$ cat src/hdl/pixel_grid_darken_assert.svh
// Assertion helpers shared by the pgd modules.
`ifndef PIXEL_GRID_DARKEN_ASSERT_SVH
`define PIXEL_GRID_DARKEN_ASSERT_SVH

`ifndef SYNTHESIS

// cond must never hold outside reset
`define PGD_ASSERT_NEVER(lbl, clk, rst, cond) \
  lbl: assert property (@(posedge clk) disable iff (rst) !(cond)) \
    else $error("pgd: forbidden condition seen");

// a in this cycle implies c in the same cycle
`define PGD_ASSERT_IMPLY(lbl, clk, rst, a, c) \
  lbl: assert property (@(posedge clk) disable iff (rst) (a) |-> (c)) \
    else $error("pgd: implication failed");

// a in this cycle implies c in the next cycle
`define PGD_ASSERT_NEXT(lbl, clk, rst, a, c) \
  lbl: assert property (@(posedge clk) disable iff (rst) (a) |=> (c)) \
    else $error("pgd: next-cycle implication failed");

`else

`define PGD_ASSERT_NEVER(lbl, clk, rst, cond)
`define PGD_ASSERT_IMPLY(lbl, clk, rst, a, c)
`define PGD_ASSERT_NEXT(lbl, clk, rst, a, c)

`endif

`endif

$ cat src/hdl/pgd_pkg.sv
package pgd_pkg;

  localparam int COORD_BITS = 12;
  localparam int SPACING_W  = 12;
  localparam int DARK_W     = 8;
  localparam int CHAN_W     = 8;
  localparam int COV_W      = 8;
  localparam int NUM_CHAN   = 3;

  localparam int CFG_IDX_W  = 1;
  localparam int CFG_DATA_W = 12;

  localparam logic [CFG_IDX_W-1:0] REG_GRID_SPACING = 1'd0;
  localparam logic [CFG_IDX_W-1:0] REG_DARKNESS     = 1'd1;

  localparam logic [SPACING_W-1:0] SPACING_RESET  = 12'd8;
  localparam logic [DARK_W-1:0]    DARKNESS_RESET = 8'd0;

  localparam int QUEUE_DEPTH_DEF  = 4;
  localparam int RESULT_DEPTH_DEF = 4;

  typedef struct packed {
    logic [COORD_BITS-1:0] pos_x;
    logic [COORD_BITS-1:0] pos_y;
    logic [CHAN_W-1:0]     red_in;
    logic [CHAN_W-1:0]     green_in;
    logic [CHAN_W-1:0]     blue_in;
    logic [COV_W-1:0]      coverage;
    logic                  masked;
  } pgd_pixel_t;

  typedef struct packed {
    logic [CHAN_W-1:0] red_out;
    logic [CHAN_W-1:0] green_out;
    logic [CHAN_W-1:0] blue_out;
    logic              on_grid;
  } pgd_result_t;

  // classified pixel handed from front to back
  typedef struct packed {
    logic [NUM_CHAN-1:0][CHAN_W-1:0] chan;   // 0 red, 1 green, 2 blue
    logic [COV_W-1:0]                coverage;
    logic                            masked;
    logic                            on_grid;
    logic                            active;  // channels get shaded
  } pgd_job_t;

  // live configuration seen by both halves
  typedef struct packed {
    logic [SPACING_W-1:0] spacing;  // already clamped to at least one
    logic [DARK_W-1:0]    factor;   // 255 - darkness
  } pgd_cfg_t;

  // one restoring-division step: shift in a bit, subtract spacing if it fits
  function automatic logic [SPACING_W-1:0] rem_step(input logic [SPACING_W-1:0] rem,
                                                    input logic din,
                                                    input logic [SPACING_W-1:0] sp);
    logic [SPACING_W:0] t;
    t = {rem, din};
    if (t >= {1'b0, sp}) begin
      t = t - {1'b0, sp};
    end
    return t[SPACING_W-1:0];
  endfunction

endpackage

$ cat src/hdl/pgd_fifo.sv
`include "pixel_grid_darken_assert.svh"

module pgd_fifo import pgd_pkg::*; #(
  parameter int DEPTH = 4,
  parameter int WIDTH = 8
) (
  input  logic             clk,
  input  logic             rst,
  input  logic             wr,
  input  logic [WIDTH-1:0] wdata,
  output logic             full,
  input  logic             rd,
  output logic [WIDTH-1:0] rdata,
  output logic             empty
);

  localparam int PTR_W = (DEPTH > 1) ? $clog2(DEPTH) : 1;
  localparam int CNT_W = $clog2(DEPTH + 1);
  localparam logic [PTR_W-1:0] LAST_PTR = PTR_W'(DEPTH - 1);
  localparam logic [CNT_W-1:0] FULL_CNT = CNT_W'(DEPTH);

  logic [WIDTH-1:0] mem [DEPTH];
  logic [PTR_W-1:0] wptr, rptr;
  logic [CNT_W-1:0] count;
  logic             do_wr, do_rd;

  assign full  = (count == FULL_CNT);
  assign empty = (count == '0);
  assign do_wr = wr && !full;
  assign do_rd = rd && !empty;
  assign rdata = mem[rptr];

  always_ff @(posedge clk) begin
    if (do_wr) begin
      mem[wptr] <= wdata;
    end
  end

  always_ff @(posedge clk) begin
    if (rst) begin
      wptr  <= '0;
      rptr  <= '0;
      count <= '0;
    end else begin
      if (do_wr) begin
        wptr <= (wptr == LAST_PTR) ? '0 : wptr + 1'b1;
      end
      if (do_rd) begin
        rptr <= (rptr == LAST_PTR) ? '0 : rptr + 1'b1;
      end
      if (do_wr && !do_rd) begin
        count <= count + 1'b1;
      end else if (do_rd && !do_wr) begin
        count <= count - 1'b1;
      end
    end
  end

  `PGD_ASSERT_NEVER(a_fifo_count, clk, rst, count > FULL_CNT)
  `PGD_ASSERT_NEXT(a_fifo_fill, clk, rst, do_wr && !do_rd, !empty)

endmodule

$ cat src/hdl/pgd_front.sv
`include "pixel_grid_darken_assert.svh"

module pgd_front import pgd_pkg::*; (
  input  logic       clk,
  input  logic       rst,
  input  pgd_cfg_t   cfg,
  input  logic       push,
  output logic       full,
  input  pgd_pixel_t pixel,
  output logic       q_wr,
  output pgd_job_t   q_data,
  input  logic       q_full
);

  localparam int LAST = COORD_BITS - 1;

  // one coordinate bit per stage, x and y side by side
  logic [COORD_BITS-1:0] valid;
  pgd_pixel_t            pix   [COORD_BITS];
  logic [SPACING_W-1:0]  rem_x [COORD_BITS];
  logic [SPACING_W-1:0]  rem_y [COORD_BITS];
  logic                  advance;
  logic                  grid;

  // whole pipe moves together; it only holds when the queue backs up
  assign advance = !valid[LAST] || !q_full;
  assign full    = !advance;

  always_ff @(posedge clk) begin
    if (rst) begin
      valid <= '0;
    end else if (advance) begin
      valid <= {valid[COORD_BITS-2:0], push};
    end
  end

  always_ff @(posedge clk) begin
    if (advance) begin
      pix[0]   <= pixel;
      rem_x[0] <= rem_step('0, pixel.pos_x[LAST], cfg.spacing);
      rem_y[0] <= rem_step('0, pixel.pos_y[LAST], cfg.spacing);
      for (int k = 1; k < COORD_BITS; k++) begin
        pix[k]   <= pix[k-1];
        rem_x[k] <= rem_step(rem_x[k-1], pix[k-1].pos_x[LAST-k], cfg.spacing);
        rem_y[k] <= rem_step(rem_y[k-1], pix[k-1].pos_y[LAST-k], cfg.spacing);
      end
    end
  end

  assign grid = (rem_x[LAST] == '0) || (rem_y[LAST] == '0);

  always_comb begin
    q_data.chan[0]  = pix[LAST].red_in;
    q_data.chan[1]  = pix[LAST].green_in;
    q_data.chan[2]  = pix[LAST].blue_in;
    q_data.coverage = pix[LAST].coverage;
    q_data.masked   = pix[LAST].masked;
    q_data.on_grid  = grid;
    // masked with zero coverage passes through
    q_data.active   = grid && !(pix[LAST].masked && (pix[LAST].coverage == '0));
  end

  assign q_wr = valid[LAST] && !q_full;

  `PGD_ASSERT_NEXT(a_front_hold, clk, rst, valid[LAST] && !advance, valid[LAST])

endmodule

$ cat src/hdl/pgd_back.sv
`include "pixel_grid_darken_assert.svh"

module pgd_back import pgd_pkg::*; (
  input  logic        clk,
  input  logic        rst,
  input  pgd_cfg_t    cfg,
  input  logic        q_empty,
  input  pgd_job_t    q_data,
  output logic        q_rd,
  output logic        r_wr,
  output pgd_result_t r_data,
  input  logic        r_full
);

  localparam int PROD_W = 2 * CHAN_W;

  logic                            advance;
  logic                            s1_valid, s2_valid;
  pgd_job_t                        s1_job, s2_job;
  logic [NUM_CHAN-1:0][CHAN_W-1:0] s1_n, s2_n;
  logic [NUM_CHAN-1:0][PROD_W-1:0] s2_dprod;
  logic [NUM_CHAN-1:0][CHAN_W-1:0] res;

  assign advance = !s2_valid || !r_full;
  assign q_rd    = advance && !q_empty;

  always_ff @(posedge clk) begin
    if (rst) begin
      s1_valid <= 1'b0;
      s2_valid <= 1'b0;
    end else if (advance) begin
      s1_valid <= !q_empty;
      s2_valid <= s1_valid;
    end
  end

  always_ff @(posedge clk) begin
    logic [PROD_W-1:0] p;
    if (advance) begin
      s1_job <= q_data;
      s2_job <= s1_job;
      s2_n   <= s1_n;
      for (int c = 0; c < NUM_CHAN; c++) begin
        // n = c * factor / 256
        p        = PROD_W'(q_data.chan[c]) * PROD_W'(cfg.factor);
        s1_n[c]  <= p[PROD_W-1:CHAN_W];
        // distance toward n, weighted by coverage
        s2_dprod[c] <= PROD_W'(s1_job.chan[c] - s1_n[c]) * PROD_W'(s1_job.coverage);
      end
    end
  end

  always_comb begin
    logic [PROD_W-1:0] up;
    for (int c = 0; c < NUM_CHAN; c++) begin
      up = s2_dprod[c] + PROD_W'(8'd255);
      if (!s2_job.active) begin
        res[c] = s2_job.chan[c];
      end else if (s2_job.masked) begin
        res[c] = s2_job.chan[c] - up[PROD_W-1:CHAN_W];
      end else begin
        res[c] = s2_n[c];
      end
    end
  end

  assign r_wr             = s2_valid && !r_full;
  assign r_data.red_out   = res[0];
  assign r_data.green_out = res[1];
  assign r_data.blue_out  = res[2];
  assign r_data.on_grid   = s2_job.on_grid;

  // shading only ever darkens
  `PGD_ASSERT_IMPLY(a_back_darker, clk, rst, s2_valid, res[0] <= s2_job.chan[0])

endmodule

$ cat src/hdl/pixel_grid_darken.sv
// Path: an accepted pixel passes the COORD_BITS front stages, the job queue,
//   back stages s1 and s2 and the result queue before it reaches the result ports.
// Throughput: one pixel per clock while results are popped; the grid test and the
//   shading are both fully pipelined, and the queues only add slack.
// Reset (rst, synchronous): clears the pipes and both queues,
//   grid_spacing to 8, darkness to 0.
module pixel_grid_darken import pgd_pkg::*; #(
  parameter int QUEUE_DEPTH  = QUEUE_DEPTH_DEF,
  parameter int RESULT_DEPTH = RESULT_DEPTH_DEF
) (
  input  logic                  clk,
  input  logic                  rst,
  // pixel side, queue style
  input  logic                  push,
  output logic                  full,
  input  pgd_pixel_t            pixel,
  // result side, queue style
  output logic                  empty,
  input  logic                  pop,
  output pgd_result_t           result,
  // register writes
  input  logic                  cfg_wr,
  input  logic [CFG_IDX_W-1:0]  cfg_idx,
  input  logic [CFG_DATA_W-1:0] cfg_data
);

  // Structure:
  //   front : COORD_BITS-stage restoring remainder pipe on pos_x and pos_y
  //           (one quotient bit per stage), then on-grid / pass-through tag
  //   queue : classified beats, so the front keeps taking pixels while the
  //           back is blocked by a full result queue
  //   back  : stage 1 multiplies each channel by (255 - darkness),
  //           stage 2 multiplies the remaining distance by coverage,
  //           final subtract and select go into the result queue
  // Each half stalls as a whole only when the queue after it is full.

  logic [SPACING_W-1:0] grid_spacing;
  logic [DARK_W-1:0]    darkness;
  pgd_cfg_t             cfg;

  logic        q_wr, q_full, q_rd, q_empty;
  pgd_job_t    q_wdata, q_rdata;
  logic        r_wr, r_full;
  pgd_result_t r_wdata;

  // config registers; only write them while no pixel is in flight (the block does not enforce this)
  always_ff @(posedge clk) begin
    if (rst) begin
      grid_spacing <= SPACING_RESET;
      darkness     <= DARKNESS_RESET;
    end else if (cfg_wr) begin
      unique case (cfg_idx)
        REG_GRID_SPACING: grid_spacing <= cfg_data[SPACING_W-1:0];
        REG_DARKNESS:     darkness     <= cfg_data[DARK_W-1:0];
        default: ;
      endcase
    end
  end

  // zero spacing behaves as one: every pixel on the grid
  assign cfg.spacing = (grid_spacing == '0) ? SPACING_W'(1) : grid_spacing;
  assign cfg.factor  = ~darkness;

  pgd_front u_front (
    .clk    (clk),
    .rst    (rst),
    .cfg    (cfg),
    .push   (push),
    .full   (full),
    .pixel  (pixel),
    .q_wr   (q_wr),
    .q_data (q_wdata),
    .q_full (q_full)
  );

  pgd_fifo #(
    .DEPTH (QUEUE_DEPTH),
    .WIDTH ($bits(pgd_job_t))
  ) u_job_q (
    .clk   (clk),
    .rst   (rst),
    .wr    (q_wr),
    .wdata (q_wdata),
    .full  (q_full),
    .rd    (q_rd),
    .rdata (q_rdata),
    .empty (q_empty)
  );

  pgd_back u_back (
    .clk     (clk),
    .rst     (rst),
    .cfg     (cfg),
    .q_empty (q_empty),
    .q_data  (q_rdata),
    .q_rd    (q_rd),
    .r_wr    (r_wr),
    .r_data  (r_wdata),
    .r_full  (r_full)
  );

  // result queue: a finished beat waits here without blocking the back
  pgd_fifo #(
    .DEPTH (RESULT_DEPTH),
    .WIDTH ($bits(pgd_result_t))
  ) u_result_q (
    .clk   (clk),
    .rst   (rst),
    .wr    (r_wr),
    .wdata (r_wdata),
    .full  (r_full),
    .rd    (pop),
    .rdata (result),
    .empty (empty)
  );

endmodule
$ cat config.mk
export PLATFORM = sky130hd
export DESIGN_NAME = pixel_grid_darken
export DESIGN_NICKNAME = d
export VERILOG_FILES = /design/src/hdl/pgd_pkg.sv /design/src/hdl/pgd_fifo.sv /design/src/hdl/pgd_front.sv /design/src/hdl/pgd_back.sv /design/src/hdl/pixel_grid_darken.sv
export VERILOG_INCLUDE_DIRS = /design/src /design/src/hdl
export SDC_FILE = /design/constraint.sdc
export NUM_CORES = 2
export LEC_CHECK = 0
export BUFFER_PORTS_ARGS = -buffer_cell sky130_fd_sc_hd__buf_2
export CAP_MARGIN = 20
export CORE_UTILIZATION = 45
export CTS_BUF_LIST = sky130_fd_sc_hd__clkbuf_16
export CTS_CLUSTER_DIAMETER = 100
export DETAILED_ROUTE_END_ITERATION = 7
export GPL_ROUTABILITY_DRIVEN = 0
export REMOVE_ABC_BUFFERS = 1
export SLEW_MARGIN = 20
export SYNTH_ARGS = -nofsm -noshare
export SYNTH_HDL_FRONTEND = slang
export SYNTH_SLANG_ARGS = --single-unit
$ cat constraint.sdc
create_clock -name clk -period 32.2 [get_ports clk]
set_input_delay 6.44 -clock clk [delete_from_list [all_inputs] [get_ports clk]]
set_output_delay 6.44 -clock clk [all_outputs]
set_load 0.01 [all_outputs]
==> flow_metrics.env <==
export IMPL_die_w_um=398.0
export IMPL_ys_top_cells_by_area="edfxtp_1 52%, ha_1 8.8%, fa_1 8.7%"
export IMPL_drcViolationCount=0
export IMPL_crit_fanout=52
export IMPL_wl_per_cell_um=17.06
export IMPL_vias_per_cell=5.188
export IMPL_cts_tree="built"
export IMPL_crit_path_max_incr_delay_ps=610
export IMPL_final_nets=6508
export IMPL_antenna_found_initial=0
export IMPL_critical_path_top_delay_family="simple AND/OR/NAND/NOR gates"
export IMPL_grt_use_total=0.1715
export IMPL_path_buf_inv=2
export IMPL_stdcell_area_um2=78530
export IMPL_die_area_um2=158400
export IMPL_ys_types=72
export IMPL_vias=40437
export IMPL_drv_slew=0
export IMPL_arrival_ps=2840
export IMPL_reg2reg_to="u_back.s2_dprod[15]"
export IMPL_worst_pin_slew_ps=1113
export IMPL_htreeDepth=4
export IMPL_synth_flop_cell="edfxtp_1"
export IMPL_clockBufferDepth=3
export IMPL_drive_gt1_frac=0.1151
export IMPL_start_util=0.4555
export IMPL_path_class="reg2out"
export IMPL_startpoint="u_job_q.count[0]"
export IMPL_die_y_um=398.0
export IMPL_fin_skew_ps=31.20
export IMPL_clkTransAtPathRegs_ps=60
export IMPL_rows=144
export IMPL_synth_edf_count=1214
export IMPL_cp_end_kind="output pin"
export IMPL_synthCells=5421
export IMPL_hold_path_class="reg2reg"
export IMPL_firstDrtPassIters=5
export IMPL_cp_start_kind="register"
export IMPL_portBuffers=101
export IMPL_clock_latency_ps=790
export IMPL_cts_root_buf="clkbuf_16"
export IMPL_ff2ff_setup_slack_ps=25680
export IMPL_period_share=0.2881
export IMPL_grt_pass1_vias=41546
export IMPL_post_cts_setup_buffer_count=0
export IMPL_dp_hpwl_um=91360
export IMPL_cap_violations=0
export IMPL_max_clock_freq_ghz=0.1078
export IMPL_hold_viol=0
export IMPL_core_area_um2=154900
export IMPL_rsz0062_at_grt="false"
export IMPL_grt_ovfl_total=0
export IMPL_synth_top_cell_by_area="edfxtp_1"
export IMPL_hold_buffers=0
export IMPL_syn_area_um2=70580
export IMPL_yosys_warnings=0
export IMPL_setup_viol=0
export IMPL_syn_to_final_growth_pct=11.27
export IMPL_grt_pass1_wl_um=215700
export IMPL_critPathRequiredTime_ps=25760
export IMPL_r2r_start="u_back.s1_n[0]"
export IMPL_critical_path_depth=4
export IMPL_crit_chain="nor2_1, nand3_4, inv_1, buf_2"
export IMPL_ys_ff_latch=1266
export IMPL_synth_area_per_cell_um2=13.02
export IMPL_grt_max_degree=96
export IMPL_max_slew_margin_rel=0.2528
export IMPL_pin_count=102
export IMPL_synthArstFlopShare=0
export IMPL_crit_slowest_cell="inv_1"
export IMPL_cts_sinks=1266
export IMPL_post_cts_resized=0
export IMPL_wl_um=133000
export IMPL_drtAntennaViolNets=0
export IMPL_place_area_um2=73770
export IMPL_setup_worst_path_end="full"
export IMPL_drtIter0Drc=2003
export IMPL_ys_seq_area_frac=0.5313
export IMPL_cts_buffers=142
export IMPL_rr_worst_depth=21
export IMPL_min_period_ps=9277
export IMPL_synth_top_area_frac=0.5165
export IMPL_fill_cells=13360
export IMPL_status="finished, final reports clean"
sequential cells by signal, summed over array words and instances, names as in the netlist, 2 cells and up, named ones only:
signal            count
u_job_q.mem         140
grid_spacing         12
u_back.s2_n          24
u_back.s2_dprod      48
u_job_q.rptr          2
u_job_q.wptr          2
u_front.rem_y       144
u_result_q.rptr       2
u_front.pix         528
darkness              8
u_front.rem_x       144
u_front.valid        12
u_result_q.mem      100
u_back.s1_n          24
u_back.s1_job        35
u_back.s2_job        26
u_result_q.wptr       2
u_job_q.count         3
u_result_q.count      3
through the flow:
| step | TNS, ps | utilization | std cells | worst slack [ps] | hold WS [ps] |
|---|---|---|---|---|---|
| after floorplan | -1182 | - | 5315 | -1182 | 400.3 |
| after global placement | 0 | 0.4760 | 7530 | 23730 | 400.2 |
| after detailed placement | 0 | 0.4761 | 7531 | 23640 | 404.5 |
| after CTS | 0 | 0.5067 | 7794 | 22780 | 409.0 |
| after global routing | 0 | 0.5068 | 7794 | 22590 | 412.9 |
| final | 0 | 0.5068 | 7795 | 22920 | 409.2 |
worst register-to-register path: cells and delay by family (launching register included):
family                   cells  cell delay (ps)
flip-flops                   1              410
adder cells (fa/ha/maj)      7             3060
AO/OA/AOI/OAI                7             1390
buffers and inverters        2               90
XOR/XNOR                     2              790
AND/OR/NAND/NOR              3              540
area by class of cell:
| type | count | area [µm²] | area share |
|---|---|---|---|
| Antenna cell | 1 | 2.502 | 0.00003186 |
| Sequential cell | 1266 | 37500 | 0.4775 |
| Clock inverter | 120 | 1159 | 0.01475 |
| Timing Repair Buffer | 172 | 1039 | 0.01322 |
| Multi-Input combinational cell | 3420 | 30330 | 0.3862 |
| Inverter | 629 | 2366 | 0.03013 |
| Tap cell | 2044 | 2557 | 0.03257 |
| Clock buffer | 143 | 3578 | 0.04557 |
worst min path at each step:
stage	start	to	slack, ps	cells past startpoint
after floorplan	u_back.s1_job[1]	u_back.r_data[0]	400	0
after global placement	u_front.pix[0][103]	u_front.pix[0][160]	400	0
after detailed placement	u_front.pix[0][72]	u_front.pix[0][129]	400	0
after CTS	u_front.pix[2][82]	u_front.pix[2][139]	410	0
after global routing	u_front.pix[0][49]	u_front.pix[0][106]	410	0
final	u_front.pix[2][116]	u_front.pix[2][173]	410	0
kinds of logic after synthesis:
family,count (synthesis),synth area share
compound gates,812,0.07366
xor+xnor,314,0.03897
fa+ha+maj,802,0.1747
buf+inv,735,0.03964
flops,1266,0.5313
mux,327,0.05859
simple gates,1165,0.08311
layout by cell type, fill, tap and decap left out, drive strengths merged, types with 40 or more instances in the layout:
cell type / instances
nand2b: 174
nor2b: 136
fa: 306
o21a: 40
mux4: 50
xor2: 100
edfxtp: 1214
clkbuf: 143
buf: 172
nand3: 40
xnor2: 214
nor2: 284
mux2i: 94
ha: 496
mux2: 183
a21oi: 275
inv: 662
a21o: 133
nand4: 67
clkinv: 65
and2: 110
nand2: 262
dfxtp: 52
o21ai: 148
per-layer routing:
layer | GRT usage | share of wire
met3 | 0.02741 | 0.034
met1 | 0.2317 | 0.47
met4 | 0.04918 | 0.022
met5 | 0 | 0
met2 | 0.2852 | 0.48
synth_stat cells, drive strengths merged, types with 67 or more instances:
library cell and count:
nand2b 174, xnor2 214, ha 496, xor2 100, nor2 284, mux2i 94
inv 629, edfxtp 1214, nand4 67, and2 110, nand2 262, mux2 183
fa 306, a21oi 275, nor2b 136, o21ai 148, clkbuf 74, a21o 133
Power is not shown: default switching activity piles up to over one toggle a cycle in this logic, so the estimate is an artifact.
